### src/hue_cycle_rgb_driver_macros.svh
// ----------------------------------------------------------------------------
// Hue cycle RGB driver assertion macros
// Property macros for the checks in the driver's controller module.
// ----------------------------------------------------------------------------
`ifndef HUE_CYCLE_RGB_DRIVER_MACROS_SVH
`define HUE_CYCLE_RGB_DRIVER_MACROS_SVH

// Same-cycle implication, disabled while reset is held.
`define HCRD_ASSERT_IMPL(label, clk, rst_n, ante, cons) \
    label: assert property (@(posedge clk) disable iff (!rst_n) (ante) |-> (cons)) \
        else $error("hcrd: same-cycle check failed");

// Next-cycle implication, disabled while reset is held.
`define HCRD_ASSERT_NEXT(label, clk, rst_n, ante, cons) \
    label: assert property (@(posedge clk) disable iff (!rst_n) (ante) |=> (cons)) \
        else $error("hcrd: next-cycle check failed");

`endif

### src/hcrd_pkg.sv
// ----------------------------------------------------------------------------
// Hue cycle RGB driver package
// Widths, constants, shared types and helper functions of the driver.
// ----------------------------------------------------------------------------
`timescale 1ns / 1ps

package hcrd_pkg;

    localparam int RATE_W  = 16;
    localparam int TIME_W  = 10;
    localparam int CHAN_W  = 8;
    localparam int PHASE_W = 15;
    localparam int FR_W    = 12;
    localparam int PROD_W  = 26;
    localparam int MAG_W   = PROD_W - TIME_W;
    localparam int SUM_W   = 17;
    localparam int NUM_W   = 20;
    localparam int PP_W    = 16;
    localparam int DIV_W   = 28;
    localparam int SECT_W  = 3;
    localparam int IDX_W   = 2;

    // The fraction scale is 256 times 3825. A channel numerator is shifted
    // down by eight and multiplied by 2^32 / 3825 rounded up, which gives the
    // exact quotient for every numerator the channels can produce.
    localparam int NUM_SHIFT   = 8;
    localparam int RECIP_W     = 21;
    localparam int RECIP_SHIFT = 32;
    localparam int RPROD_W     = DIV_W - NUM_SHIFT + RECIP_W;

    localparam logic [RECIP_W-1:0] RECIP = 21'd1122868;

    localparam logic [IDX_W-1:0] REG_HUE_RATE   = 2'd0;
    localparam logic [IDX_W-1:0] REG_SATURATION = 2'd1;
    localparam logic [IDX_W-1:0] REG_BRIGHTNESS = 2'd2;

    localparam logic signed [RATE_W-1:0] RATE_RESET = 16'sd0;
    localparam logic [CHAN_W-1:0] CHAN_FULL = 8'd255;

    localparam logic signed [SUM_W-1:0] TURN_S     = 17'sd23040;
    localparam logic signed [SUM_W-1:0] TWO_TURN_S = 17'sd46080;
    localparam logic signed [SUM_W-1:0] NEG_TURN_S = -17'sd23040;

    localparam logic [FR_W-1:0]  SECTOR_FR  = 12'd3840;
    localparam logic [NUM_W-1:0] FRAC_SCALE = 20'd979200;

    localparam logic [SECT_W-1:0] SECT_RED_YELLOW    = 3'd0;
    localparam logic [SECT_W-1:0] SECT_YELLOW_GREEN  = 3'd1;
    localparam logic [SECT_W-1:0] SECT_GREEN_CYAN    = 3'd2;
    localparam logic [SECT_W-1:0] SECT_CYAN_BLUE     = 3'd3;
    localparam logic [SECT_W-1:0] SECT_BLUE_MAGENTA  = 3'd4;
    localparam logic [SECT_W-1:0] SECT_MAGENTA_RED   = 3'd5;

    typedef struct packed {
        logic signed [RATE_W-1:0] hue_rate;
        logic [CHAN_W-1:0]        saturation;
        logic [CHAN_W-1:0]        brightness;
    } t_cfg;

    typedef struct packed {
        logic take_in;
        logic wrap;
        logic sect;
        logic prod1;
        logic prod2;
        logic div;
        logic load_out;
    } t_dp_cmd;

    typedef struct packed {
        logic out_free;
    } t_dp_stat;

    function automatic logic [PHASE_W-1:0] sector_base(input logic [SECT_W-1:0] sect);
        logic [PHASE_W-1:0] base;
        unique case (sect)
            SECT_RED_YELLOW:   base = 15'd0;
            SECT_YELLOW_GREEN: base = 15'd3840;
            SECT_GREEN_CYAN:   base = 15'd7680;
            SECT_CYAN_BLUE:    base = 15'd11520;
            SECT_BLUE_MAGENTA: base = 15'd15360;
            SECT_MAGENTA_RED:  base = 15'd19200;
            default:           base = 15'd0;
        endcase
        return base;
    endfunction

endpackage

### src/hcrd_cfg.sv
// ----------------------------------------------------------------------------
// Hue cycle RGB driver configuration registers
// Holds hue rate, saturation and brightness, written over the config port.
// ----------------------------------------------------------------------------
`timescale 1ns / 1ps

module hcrd_cfg (
    input  logic                        i_clk,
    input  logic                        i_rst_n,
    input  logic                        i_cfg_valid,
    output logic                        o_cfg_ready,
    input  logic [hcrd_pkg::IDX_W-1:0]  i_cfg_index,
    input  logic [hcrd_pkg::RATE_W-1:0] i_cfg_data,
    output hcrd_pkg::t_cfg              o_cfg
);

    hcrd_pkg::t_cfg r_cfg;

    always_ff @(posedge i_clk) begin
        if (!i_rst_n) begin
            r_cfg.hue_rate   <= hcrd_pkg::RATE_RESET;
            r_cfg.saturation <= hcrd_pkg::CHAN_FULL;
            r_cfg.brightness <= hcrd_pkg::CHAN_FULL;
        end else if (i_cfg_valid) begin
            unique case (i_cfg_index)
                hcrd_pkg::REG_HUE_RATE: begin
                    r_cfg.hue_rate <= $signed(i_cfg_data);
                end
                hcrd_pkg::REG_SATURATION: begin
                    r_cfg.saturation <= i_cfg_data[hcrd_pkg::CHAN_W-1:0];
                end
                hcrd_pkg::REG_BRIGHTNESS: begin
                    r_cfg.brightness <= i_cfg_data[hcrd_pkg::CHAN_W-1:0];
                end
                default: begin
                end
            endcase
        end
    end

    assign o_cfg_ready = 1'b1;
    assign o_cfg       = r_cfg;

endmodule

### src/hcrd_dp.sv
// ----------------------------------------------------------------------------
// Hue cycle RGB driver datapath
// Phase accumulation and wrap, sector split, channel products, a reciprocal
// multiply that divides the three channel numerators, and the output word
// register.
// ----------------------------------------------------------------------------
`timescale 1ns / 1ps

module hcrd_dp (
    input  logic                        i_clk,
    input  logic                        i_rst_n,
    input  hcrd_pkg::t_cfg              i_cfg,
    input  hcrd_pkg::t_dp_cmd           i_cmd,
    output hcrd_pkg::t_dp_stat          o_stat,
    input  logic [hcrd_pkg::TIME_W-1:0] i_elapsed_time,
    input  logic                        i_out_stall,
    output logic                        o_out_valid,
    output logic [hcrd_pkg::CHAN_W-1:0] o_red,
    output logic [hcrd_pkg::CHAN_W-1:0] o_green,
    output logic [hcrd_pkg::CHAN_W-1:0] o_blue
);

    logic signed [hcrd_pkg::RATE_W+hcrd_pkg::TIME_W:0] w_full;
    logic signed [hcrd_pkg::PROD_W-1:0] r_prod;
    logic [hcrd_pkg::PROD_W-1:0]        w_abs;
    logic [hcrd_pkg::MAG_W-1:0]         w_mag;
    logic signed [hcrd_pkg::SUM_W-1:0]  w_adv;
    logic signed [hcrd_pkg::SUM_W-1:0]  w_sum;
    logic [hcrd_pkg::PHASE_W-1:0]       r_phase;
    logic [hcrd_pkg::PHASE_W-1:0]       n_phase;
    logic [hcrd_pkg::SECT_W-1:0]        r_sect;
    logic [hcrd_pkg::SECT_W-1:0]        n_sect;
    logic [hcrd_pkg::FR_W-1:0]          r_fr;
    logic [hcrd_pkg::FR_W-1:0]          n_fr;
    logic [hcrd_pkg::FR_W-1:0]          w_tfr;
    logic [hcrd_pkg::NUM_W-1:0]         r_sfr_q;
    logic [hcrd_pkg::NUM_W-1:0]         r_sfr_t;
    logic [hcrd_pkg::NUM_W-1:0]         n_sfr_q;
    logic [hcrd_pkg::NUM_W-1:0]         n_sfr_t;
    logic [hcrd_pkg::PP_W-1:0]          r_pp;
    logic [hcrd_pkg::PP_W-1:0]          n_pp;
    logic [hcrd_pkg::DIV_W-1:0]         w_pp_ext;
    logic [hcrd_pkg::DIV_W-1:0]         n_xq;
    logic [hcrd_pkg::DIV_W-1:0]         n_xt;
    logic [hcrd_pkg::DIV_W-1:0]         n_xp;
    logic [hcrd_pkg::DIV_W-1:0]         r_num_q;
    logic [hcrd_pkg::DIV_W-1:0]         r_num_t;
    logic [hcrd_pkg::DIV_W-1:0]         r_num_p;
    logic [hcrd_pkg::RPROD_W-1:0]       w_mq;
    logic [hcrd_pkg::RPROD_W-1:0]       w_mt;
    logic [hcrd_pkg::RPROD_W-1:0]       w_mp;
    logic [hcrd_pkg::CHAN_W-1:0]        r_quo_q;
    logic [hcrd_pkg::CHAN_W-1:0]        r_quo_t;
    logic [hcrd_pkg::CHAN_W-1:0]        r_quo_p;
    logic [hcrd_pkg::CHAN_W-1:0]        n_red;
    logic [hcrd_pkg::CHAN_W-1:0]        n_green;
    logic [hcrd_pkg::CHAN_W-1:0]        n_blue;
    logic                               r_out_valid;
    logic [hcrd_pkg::CHAN_W-1:0]        r_red;
    logic [hcrd_pkg::CHAN_W-1:0]        r_green;
    logic [hcrd_pkg::CHAN_W-1:0]        r_blue;

    assign w_full = i_cfg.hue_rate * $signed({1'b0, i_elapsed_time});

    // The advance truncates toward zero, so the magnitude is shifted.
    assign w_abs = r_prod[hcrd_pkg::PROD_W-1] ? hcrd_pkg::PROD_W'(-r_prod) : r_prod;
    assign w_mag = w_abs[hcrd_pkg::PROD_W-1:hcrd_pkg::TIME_W];
    assign w_adv = r_prod[hcrd_pkg::PROD_W-1] ? -$signed({1'b0, w_mag})
                                               : $signed({1'b0, w_mag});
    assign w_sum = $signed({2'b00, r_phase}) + w_adv;

    always_comb begin
        if (w_sum >= hcrd_pkg::TWO_TURN_S) begin
            n_phase = hcrd_pkg::PHASE_W'(w_sum - hcrd_pkg::TWO_TURN_S);
        end else if (w_sum >= hcrd_pkg::TURN_S) begin
            n_phase = hcrd_pkg::PHASE_W'(w_sum - hcrd_pkg::TURN_S);
        end else if (w_sum < hcrd_pkg::NEG_TURN_S) begin
            n_phase = hcrd_pkg::PHASE_W'(w_sum + hcrd_pkg::TWO_TURN_S);
        end else if (w_sum < 17'sd0) begin
            n_phase = hcrd_pkg::PHASE_W'(w_sum + hcrd_pkg::TURN_S);
        end else begin
            n_phase = hcrd_pkg::PHASE_W'(w_sum);
        end
    end

    always_comb begin
        if (r_phase >= hcrd_pkg::sector_base(hcrd_pkg::SECT_MAGENTA_RED)) begin
            n_sect = hcrd_pkg::SECT_MAGENTA_RED;
        end else if (r_phase >= hcrd_pkg::sector_base(hcrd_pkg::SECT_BLUE_MAGENTA)) begin
            n_sect = hcrd_pkg::SECT_BLUE_MAGENTA;
        end else if (r_phase >= hcrd_pkg::sector_base(hcrd_pkg::SECT_CYAN_BLUE)) begin
            n_sect = hcrd_pkg::SECT_CYAN_BLUE;
        end else if (r_phase >= hcrd_pkg::sector_base(hcrd_pkg::SECT_GREEN_CYAN)) begin
            n_sect = hcrd_pkg::SECT_GREEN_CYAN;
        end else if (r_phase >= hcrd_pkg::sector_base(hcrd_pkg::SECT_YELLOW_GREEN)) begin
            n_sect = hcrd_pkg::SECT_YELLOW_GREEN;
        end else begin
            n_sect = hcrd_pkg::SECT_RED_YELLOW;
        end
    end

    assign n_fr     = hcrd_pkg::FR_W'(r_phase - hcrd_pkg::sector_base(n_sect));
    assign w_tfr    = hcrd_pkg::SECTOR_FR - r_fr;
    assign n_sfr_q  = i_cfg.saturation * r_fr;
    assign n_sfr_t  = i_cfg.saturation * w_tfr;
    assign n_pp     = i_cfg.brightness * (hcrd_pkg::CHAN_FULL - i_cfg.saturation);
    assign w_pp_ext = {{(hcrd_pkg::DIV_W-hcrd_pkg::PP_W){1'b0}}, r_pp};
    assign n_xq     = i_cfg.brightness * (hcrd_pkg::FRAC_SCALE - r_sfr_q);
    assign n_xt     = i_cfg.brightness * (hcrd_pkg::FRAC_SCALE - r_sfr_t);
    assign n_xp     = (w_pp_ext << 12) - (w_pp_ext << 8);

    assign w_mq = r_num_q[hcrd_pkg::DIV_W-1:hcrd_pkg::NUM_SHIFT] * hcrd_pkg::RECIP;
    assign w_mt = r_num_t[hcrd_pkg::DIV_W-1:hcrd_pkg::NUM_SHIFT] * hcrd_pkg::RECIP;
    assign w_mp = r_num_p[hcrd_pkg::DIV_W-1:hcrd_pkg::NUM_SHIFT] * hcrd_pkg::RECIP;

    always_comb begin
        unique case (r_sect)
            hcrd_pkg::SECT_RED_YELLOW: begin
                n_red = i_cfg.brightness; n_green = r_quo_t; n_blue = r_quo_p;
            end
            hcrd_pkg::SECT_YELLOW_GREEN: begin
                n_red = r_quo_q; n_green = i_cfg.brightness; n_blue = r_quo_p;
            end
            hcrd_pkg::SECT_GREEN_CYAN: begin
                n_red = r_quo_p; n_green = i_cfg.brightness; n_blue = r_quo_t;
            end
            hcrd_pkg::SECT_CYAN_BLUE: begin
                n_red = r_quo_p; n_green = r_quo_q; n_blue = i_cfg.brightness;
            end
            hcrd_pkg::SECT_BLUE_MAGENTA: begin
                n_red = r_quo_t; n_green = r_quo_p; n_blue = i_cfg.brightness;
            end
            default: begin
                n_red = i_cfg.brightness; n_green = r_quo_p; n_blue = r_quo_q;
            end
        endcase
    end

    always_ff @(posedge i_clk) begin
        if (!i_rst_n) begin
            r_phase     <= '0;
            r_out_valid <= 1'b0;
        end else begin
            if (i_cmd.wrap) begin
                r_phase <= n_phase;
            end
            if (i_cmd.load_out) begin
                r_out_valid <= 1'b1;
            end else if (!i_out_stall) begin
                r_out_valid <= 1'b0;
            end
        end
    end

    always_ff @(posedge i_clk) begin
        if (i_cmd.take_in) begin
            r_prod <= $signed(w_full[hcrd_pkg::PROD_W-1:0]);
        end
        if (i_cmd.sect) begin
            r_sect <= n_sect;
            r_fr   <= n_fr;
        end
        if (i_cmd.prod1) begin
            r_sfr_q <= n_sfr_q;
            r_sfr_t <= n_sfr_t;
            r_pp    <= n_pp;
        end
        if (i_cmd.prod2) begin
            r_num_q <= n_xq;
            r_num_t <= n_xt;
            r_num_p <= n_xp;
        end
        if (i_cmd.div) begin
            r_quo_q <= w_mq[hcrd_pkg::RECIP_SHIFT +: hcrd_pkg::CHAN_W];
            r_quo_t <= w_mt[hcrd_pkg::RECIP_SHIFT +: hcrd_pkg::CHAN_W];
            r_quo_p <= w_mp[hcrd_pkg::RECIP_SHIFT +: hcrd_pkg::CHAN_W];
        end
        if (i_cmd.load_out) begin
            r_red   <= n_red;
            r_green <= n_green;
            r_blue  <= n_blue;
        end
    end

    assign o_stat.out_free = !r_out_valid || !i_out_stall;
    assign o_out_valid     = r_out_valid;
    assign o_red           = r_red;
    assign o_green         = r_green;
    assign o_blue          = r_blue;

endmodule

### src/hcrd_ctrl.sv
// ----------------------------------------------------------------------------
// Hue cycle RGB driver controller
// Sequences one word through wrap, sector, product and divide steps.
// ----------------------------------------------------------------------------
`timescale 1ns / 1ps
`include "hue_cycle_rgb_driver_macros.svh"

module hcrd_ctrl (
    input  logic               i_clk,
    input  logic               i_rst_n,
    input  logic               i_in_valid,
    output logic               o_in_stall,
    input  hcrd_pkg::t_dp_stat i_stat,
    output hcrd_pkg::t_dp_cmd  o_cmd
);

    localparam logic [2:0] ST_IDLE  = 3'd0;
    localparam logic [2:0] ST_WRAP  = 3'd1;
    localparam logic [2:0] ST_SECT  = 3'd2;
    localparam logic [2:0] ST_PROD1 = 3'd3;
    localparam logic [2:0] ST_PROD2 = 3'd4;
    localparam logic [2:0] ST_DIV   = 3'd5;
    localparam logic [2:0] ST_OUT   = 3'd6;

    logic [2:0] r_state;
    logic [2:0] n_state;

    always_comb begin
        n_state = r_state;
        o_cmd   = '0;
        unique case (r_state)
            ST_IDLE: begin
                if (i_in_valid) begin
                    o_cmd.take_in = 1'b1;
                    n_state       = ST_WRAP;
                end
            end
            ST_WRAP: begin
                o_cmd.wrap = 1'b1;
                n_state    = ST_SECT;
            end
            ST_SECT: begin
                o_cmd.sect = 1'b1;
                n_state    = ST_PROD1;
            end
            ST_PROD1: begin
                o_cmd.prod1 = 1'b1;
                n_state     = ST_PROD2;
            end
            ST_PROD2: begin
                o_cmd.prod2 = 1'b1;
                n_state     = ST_DIV;
            end
            ST_DIV: begin
                o_cmd.div = 1'b1;
                n_state   = ST_OUT;
            end
            ST_OUT: begin
                if (i_stat.out_free) begin
                    o_cmd.load_out = 1'b1;
                    n_state        = ST_IDLE;
                end
            end
            default: begin
                n_state = ST_IDLE;
            end
        endcase
    end

    always_ff @(posedge i_clk) begin
        if (!i_rst_n) begin
            r_state <= ST_IDLE;
        end else begin
            r_state <= n_state;
        end
    end

    assign o_in_stall = (r_state != ST_IDLE);

    `HCRD_ASSERT_NEXT(a_accept_starts, i_clk, i_rst_n, (r_state == ST_IDLE) && i_in_valid, r_state == ST_WRAP)
    `HCRD_ASSERT_NEXT(a_div_to_out, i_clk, i_rst_n, r_state == ST_DIV, r_state == ST_OUT)
    `HCRD_ASSERT_NEXT(a_out_returns_idle, i_clk, i_rst_n, (r_state == ST_OUT) && i_stat.out_free, r_state == ST_IDLE)

endmodule

### src/hue_cycle_rgb_driver.sv
// ----------------------------------------------------------------------------
// Hue cycle RGB driver
// Advances a hue phase by rate times elapsed time and converts it, with the
// configured saturation and brightness, to an 8-bit RGB color.
//
//   Channel  Direction  Handshake               Word
//   in       input      i_in_valid/o_in_stall   i_elapsed_time
//   out      output     o_out_valid/i_out_stall o_red, o_green, o_blue
//   cfg      input      i_cfg_valid/o_cfg_ready i_cfg_index, i_cfg_data
//
// Each accepted word steps through the wrap, sector, product, divide and output
// states before the next word is accepted; the divide step divides the three
// channel numerators by a shift and a reciprocal multiply.
// Reset is synchronous; it returns the hue phase to zero.
// A stalled result holds the sequence at its final step; a new word is
// accepted while an earlier result still waits in the output register.
// ----------------------------------------------------------------------------
`timescale 1ns / 1ps

module hue_cycle_rgb_driver (
    input  logic                        i_clk,
    input  logic                        i_rst_n,
    input  logic                        i_in_valid,
    output logic                        o_in_stall,
    input  logic [hcrd_pkg::TIME_W-1:0] i_elapsed_time,
    output logic                        o_out_valid,
    input  logic                        i_out_stall,
    output logic [hcrd_pkg::CHAN_W-1:0] o_red,
    output logic [hcrd_pkg::CHAN_W-1:0] o_green,
    output logic [hcrd_pkg::CHAN_W-1:0] o_blue,
    input  logic                        i_cfg_valid,
    output logic                        o_cfg_ready,
    input  logic [hcrd_pkg::IDX_W-1:0]  i_cfg_index,
    input  logic [hcrd_pkg::RATE_W-1:0] i_cfg_data
);

    hcrd_pkg::t_cfg     w_cfg;
    hcrd_pkg::t_dp_cmd  w_cmd;
    hcrd_pkg::t_dp_stat w_stat;

    hcrd_cfg u_cfg (
        .i_clk       (i_clk),
        .i_rst_n     (i_rst_n),
        .i_cfg_valid (i_cfg_valid),
        .o_cfg_ready (o_cfg_ready),
        .i_cfg_index (i_cfg_index),
        .i_cfg_data  (i_cfg_data),
        .o_cfg       (w_cfg)
    );

    hcrd_ctrl u_ctrl (
        .i_clk      (i_clk),
        .i_rst_n    (i_rst_n),
        .i_in_valid (i_in_valid),
        .o_in_stall (o_in_stall),
        .i_stat     (w_stat),
        .o_cmd      (w_cmd)
    );

    hcrd_dp u_dp (
        .i_clk          (i_clk),
        .i_rst_n        (i_rst_n),
        .i_cfg          (w_cfg),
        .i_cmd          (w_cmd),
        .o_stat         (w_stat),
        .i_elapsed_time (i_elapsed_time),
        .i_out_stall    (i_out_stall),
        .o_out_valid    (o_out_valid),
        .o_red          (o_red),
        .o_green        (o_green),
        .o_blue         (o_blue)
    );

endmodule

### config.mk
export PLATFORM = sky130hd
export DESIGN_NAME = hue_cycle_rgb_driver
export DESIGN_NICKNAME = d
export VERILOG_FILES = /design/src/hcrd_pkg.sv /design/src/hcrd_cfg.sv /design/src/hcrd_dp.sv /design/src/hcrd_ctrl.sv /design/src/hue_cycle_rgb_driver.sv
export VERILOG_INCLUDE_DIRS = /design/src /design/src/src
export SDC_FILE = /design/constraint.sdc
export NUM_CORES = 2
export LEC_CHECK = 0
export ABC_AREA = 1
export ABC_CLOCK_PERIOD_IN_PS = 12450
export BUFFER_PORTS_ARGS = -buffer_cell sky130_fd_sc_hd__buf_2
export CORE_MARGIN = 2
export CORE_UTILIZATION = 70
export DETAILED_ROUTE_END_ITERATION = 8
export HOLD_SLACK_MARGIN = 0.02
export PLACE_DENSITY_LB_ADDON = 0.1
export SKIP_LAST_GASP = 1
export SYNTH_ARGS = -nofsm -noshare
export SYNTH_HDL_FRONTEND = slang
export SYNTH_HIERARCHICAL = 1
export SYNTH_SLANG_ARGS = --single-unit
### constraint.sdc
create_clock -name i_clk -period 12.45 [get_ports i_clk]
set_input_delay 0.6225 -clock i_clk [delete_from_list [all_inputs] [get_ports i_clk]]
set_output_delay 0.6225 -clock i_clk [all_outputs]
set_load 0.05 [all_outputs]
# == After elaboration in Yosys (flattened, before gate mapping) ==
# Cells that the tools add are included.
# classes
n_addsub,13
order_cmp,9
n_eq_ne,20
multipliers,9
muxes,29
n_reduce_logical,15
# ops
cell,count
$mul A20 B19 Y38 const B,3
$pmux W8 S3,3
$mux W15,4
$pmux W12 S5,1
$mul A8 B28 Y28,2
$sub A20 B20 Y21 const A,2
$mul A8 B12 Y20,2
$add A15 B15 Y15 const B,2
$ge A15 B14 Y1 const B,2
$sub A15 B15 Y15 const B,2
$sub A28 B24 Y28,1
$mul A16 B11 Y26,1
$mux W26,1
$neg A26 Y26,1
$pmux W3 S7,1
$eq A3 B2 Y1 const B,6
$eq A3 B3 Y1 const B,6
$mux W3,6
$add A16 B17 Y17,1
$ge A17 B16 Y1 const B,1
$ge A17 B17 Y1 const B,1
$lt A17 B1 Y1 const B,1
$lt A17 B16 Y1 const B,1
$mux W17,1
21 further kinds,43
# totals
out_inout_bits,27
input_bits,33
register_bits,280
elab_cells,116

# == Logic depth before layout (Yosys ltp) ==
# logic_depth
ltp_word,10
ltp_mapped,39
mapped_depth_nobuf,38

# == Hierarchy ==
# Netlist, hierarchy kept.
# modules_own_cells
module,cells_per_inst,n_inst,seq_area_each_um2,area_each_um2
hcrd_dp,6020,1,6446.2,50430.9
hcrd_cfg,181,1,640.6,1407.6
hcrd_ctrl,32,1,60.1,191.4

# == Worst setup path before layout ==
# No wires, ideal clock.
# synth_timing
path_kind,register -> register
startpoint,reg u_dp/r_sfr_q[0] in the netlist's numbering
endpoint,reg u_dp/r_num_q[27] in the netlist's numbering (data pin)
n_path_buf,1
t_required_ns,12.187
arrival_ns,5.945
setup_time_ns,0.263
path_stages_with_launch,39
setup_slack_ns,6.242
synth_period_minus_slack_ns,6.208
cell_sequence,edfxtp_1 > buf_2 > inv_1 > ha_1 > inv_1 > nor3_1 > inv_1 > nor2_1 > inv_1 > nor2_1 > inv_1 > nor2_1 > nand2_1 > a21oi_2 > nand2_1 > or2_1 > nand2_1 > nand2_1 > [3 not listed] > inv_1 > fa_1 > inv_1 > fa_1 > inv_1 > fa_1 > ha_1 > nand2_1 > inv_1 > a221oi_1 > o21ai_0 > a21oi_2 > o21ai_2 > a21oi_1 > o21ai_1 > nand3_1 > nand2_1 > xor2_1
# synth_via
elab_chain_len,2
# synth_lines
item,line,rtl
"start, declared",hcrd_dp.sv:36,logic [hcrd_pkg::NUM_W-1:0] r_sfr_q;
"start signal, assigned",hcrd_dp.sv:164,r_sfr_q <= n_sfr_q;
$sub A20 B20 Y21,hcrd_dp.sv:108,assign n_xq = i_cfg.brightness * (hcrd_pkg::FRAC_SCALE - r_sfr_q);
$mul A8 B28 Y28,hcrd_dp.sv:108,
net u_dp.n_xq (one bit),hcrd_dp.sv:43,logic [hcrd_pkg::DIV_W-1:0] n_xq;
"end signal, assigned",hcrd_dp.sv:169,r_num_q <= n_xq;
"end, declared",hcrd_dp.sv:46,logic [hcrd_pkg::DIV_W-1:0] r_num_q;
# The timed path passes the listed nets, and every way through them passes these cells.
# A chain may end at the register's enable or synchronous reset.

# == Worst setup path after layout ==
# Ends and elaborated chain as after synthesis.

==> flow_summary_export.csv <==
group,metric,value,unit
run_status,outcome,"finished clean",
worst_setup_path,critPathKind,"reg2reg",
synthesis,async_flop_share,0,
clock_network,path_clk_slew,0.07,ns
worst_setup_path,r2r_slack,5.53,ns
clock_network,cts_root_buf,"clkbuf_16",
floorplanning,rows,99,
floorplanning,ioPinCount,60,
global_route,gr-total-overflow,0,
worst_setup_path,cp_data_arrival_time,7.25,ns
worst_setup_path,worstPathRequired,12.79,ns
timing,period_minus_slack,6.92,ns
cells_and_area,syn2layout_area_growth,3.97,%
placed_design,place_congestion,0.951,
global_route,grt_usage,0.312,
worst_setup_path,critPathMaxStageDelay,0.54,ns
worst_setup_path,critPathTopFamily,"adder cells",
worst_setup_path,endpoint_kind,"flip-flop",
drt,via_per_inst,5.44,
synthesis,synth-edff-count,204,
min_path,hp-class,"in2reg",
floorplanning,core,73300,um^2
cells_and_area,final_common_cell,"inv_1",
floorplanning,fp.dieH,277,um
placed_design,place_hpwl,96800,um
drt,first_pass_iters,6,
synthesis,ys_types,68,
clock_network,numCtsBuffers,29,
synthesis,synth_seq_area_share,0.137,
timing,setup_viol,0,
floorplanning,dieArea,76500,um^2
synthesis,syn-cell-area,52000,um^2
clock_network,cts.sinks,255,
timing,skew,0.0144,ns
synthesis,syn_nets,7830,
drt,num_vias,39100,
placed_design,io_buffers,58,
clock_network,clk_latency,0.60,ns
cells_and_area,layout_common_cells,"1684 x inv_1, 1065 x nand2_1, 807 x ha_1, 757 x fa_1, 441 x nor2_1",
clock_network,clock_path_buffers,3,
global_route,grt_pass1_vias,40500,
timing,rsz0062_at_grt,"false",
floorplanning,die_w,277,um
timing,max_freq,145,MHz
drt,drc,0,
worst_setup_path,cpMaxStageDelayCell,"fa_1",
clock_network,cts.repair.resized,0,
synthesis,synth_top_cell_area_share,0.291,
timing,post-route-period-util,0.555,
clock_network,cts_tree,"done",
synthesis,synth-main-ff-cell,"edfxtp_1",
timing,hold_viol_final,0,
synthesis,ys_warn_count,6,
synthesis,syn-mean-instance-area,8.35,um^2
clock_network,postCtsHoldBufs,0,
timing,setup_tns,0,ns
synthesis,synth_cells,6233,
synthesis,synth.area.top_cells,"fa_1 29%, ha_1 19%, inv_1 12%, edfxtp_1 12%, nand2_1 7.7%",
clock_network,postCtsSetupRepairBufs,0,
worst_setup_path,startpoint_type,"flip-flop",
global_route,grt_pass1_wl,196000,um
worst_setup_path,crit_buf_inv,10,
global_route,antenna_found_initial,8,
timing,timing.final.max_slew_violations,0,
drt,routed_wirelength,116000,um
synthesis,synth_seq_cells,255,
synthesis,synth_top_area_cell,"fa_1",
clock_network,htree_levels,1,
drt,wl_per_cell,16.1,um
drt,dr.first_iter.drc_count,2780,
global_route,grt_max_degree,61,
cells_and_area,final_layout_size_suffix_gt1_frac,0.0396,
worst_setup_path,crit_fanout,10,
timing,relSlewSlack,0.341,
floorplanning,initial_utilization,0.710,
run,maxCapViolations,0,
drt,ant_nets,0,
timing,max_slew.worst_pin.slew,0.989,ns
worst_setup_path,critPathMostFrequentCell,"inv_1",
cells_and_area,nets,7808,
[cell usage after synthesis (all sizes together) (9+ instances only)]
| cell type | n |
|---|---|
| nand2 | 1090 |
| o21a | 12 |
| o211ai | 12 |
| fa | 757 |
| edfxtp | 204 |
| o31ai | 9 |
| xor2 | 147 |
| a21oi | 255 |
| clkbuf | 103 |
| o21ai | 129 |
| inv | 1697 |
| xnor2 | 75 |
| nand4 | 44 |
| nand3 | 166 |
| buf | 35 |
| o21bai | 14 |
| ha | 807 |
| nor2 | 466 |
| o2111ai | 18 |
| nor4 | 9 |
| or2 | 12 |
| a31oi | 13 |
| nor3 | 40 |
| dfxtp | 51 |
[state kept, by name, summed over array words and instances, names as in the netlist, 16 cells and up]
name / flops
u_dp/r_num_q: 20
u_dp/r_num_p: 20
u_dp/r_num_t: 20
u_dp/r_prod: 26
u_dp/r_sfr_t: 19
u_cfg/o_cfg: 32
u_dp/r_pp: 16
u_dp/r_sfr_q: 20
[layer usage]
metal,vias up,GRT usage,routed length (um)
li1,18900,-,-
met1,18900,0.435,50900
met2,1155,0.523,54100
met3,215,0.0395,7660
met4,10,0.0748,2780
met5,-,0,63
[per-stage QoR]
stage                     utilization  hold slack, ns  area, um^2  worst slack (ns)  instances
final                           0.738           0.329       54100              5.53       7195
after global routing            0.738           0.338       54100              4.86       7194
after CTS                       0.738           0.290       54100              5.55       7193
after detailed placement        0.725           0.434       53100              5.56       7139
after global placement          0.725           0.431       53100              5.69       7139
after floorplan                     -           0.424       52000              6.24       6233
[final cells by class]
cell class | count | area, um^2
fill | 5596 | 19200
clock inverter | 17 | 160
inverter | 1704 | 6400
antenna | 2 | 5.00
timing repair buffer | 85 | 493
multi-input combinational | 4136 | 37900
clock buffer | 37 | 786
tap | 959 | 1200
sequential | 255 | 7150
[worst min-delay path: cells and delay by family]
| kind | cells | cell delay (ns) |
|---|---|---|
| buf+inv | 2 | 0.10 |
| simple gates | 3 | 0.18 |
[worst paths after layout]
path	from	depth (start not counted)	to
max	u_dp/r_sfr_q[0]	37	u_dp/r_num_q[27]
min	i_cfg_data[11]	5	u_cfg/o_cfg[27]
max reg2reg	u_dp/r_sfr_q[0]	37	u_dp/r_num_q[27]
min reg2reg	u_cfg/o_cfg[1]	2	u_cfg/o_cfg[1]
[kinds of logic after synthesis]
logic type	synth area share
buffers and inverters	0.135
adder cells (fa/ha/maj)	0.485
other	0.0000721
flip-flops	0.137
AO/OA/AOI/OAI	0.0561
XOR/XNOR	0.0385
AND/OR/NAND/NOR	0.148
Power is left out: the tool's default activity adds up to more than one toggle a clock period on the data nets, which glitch-free logic cannot reach.
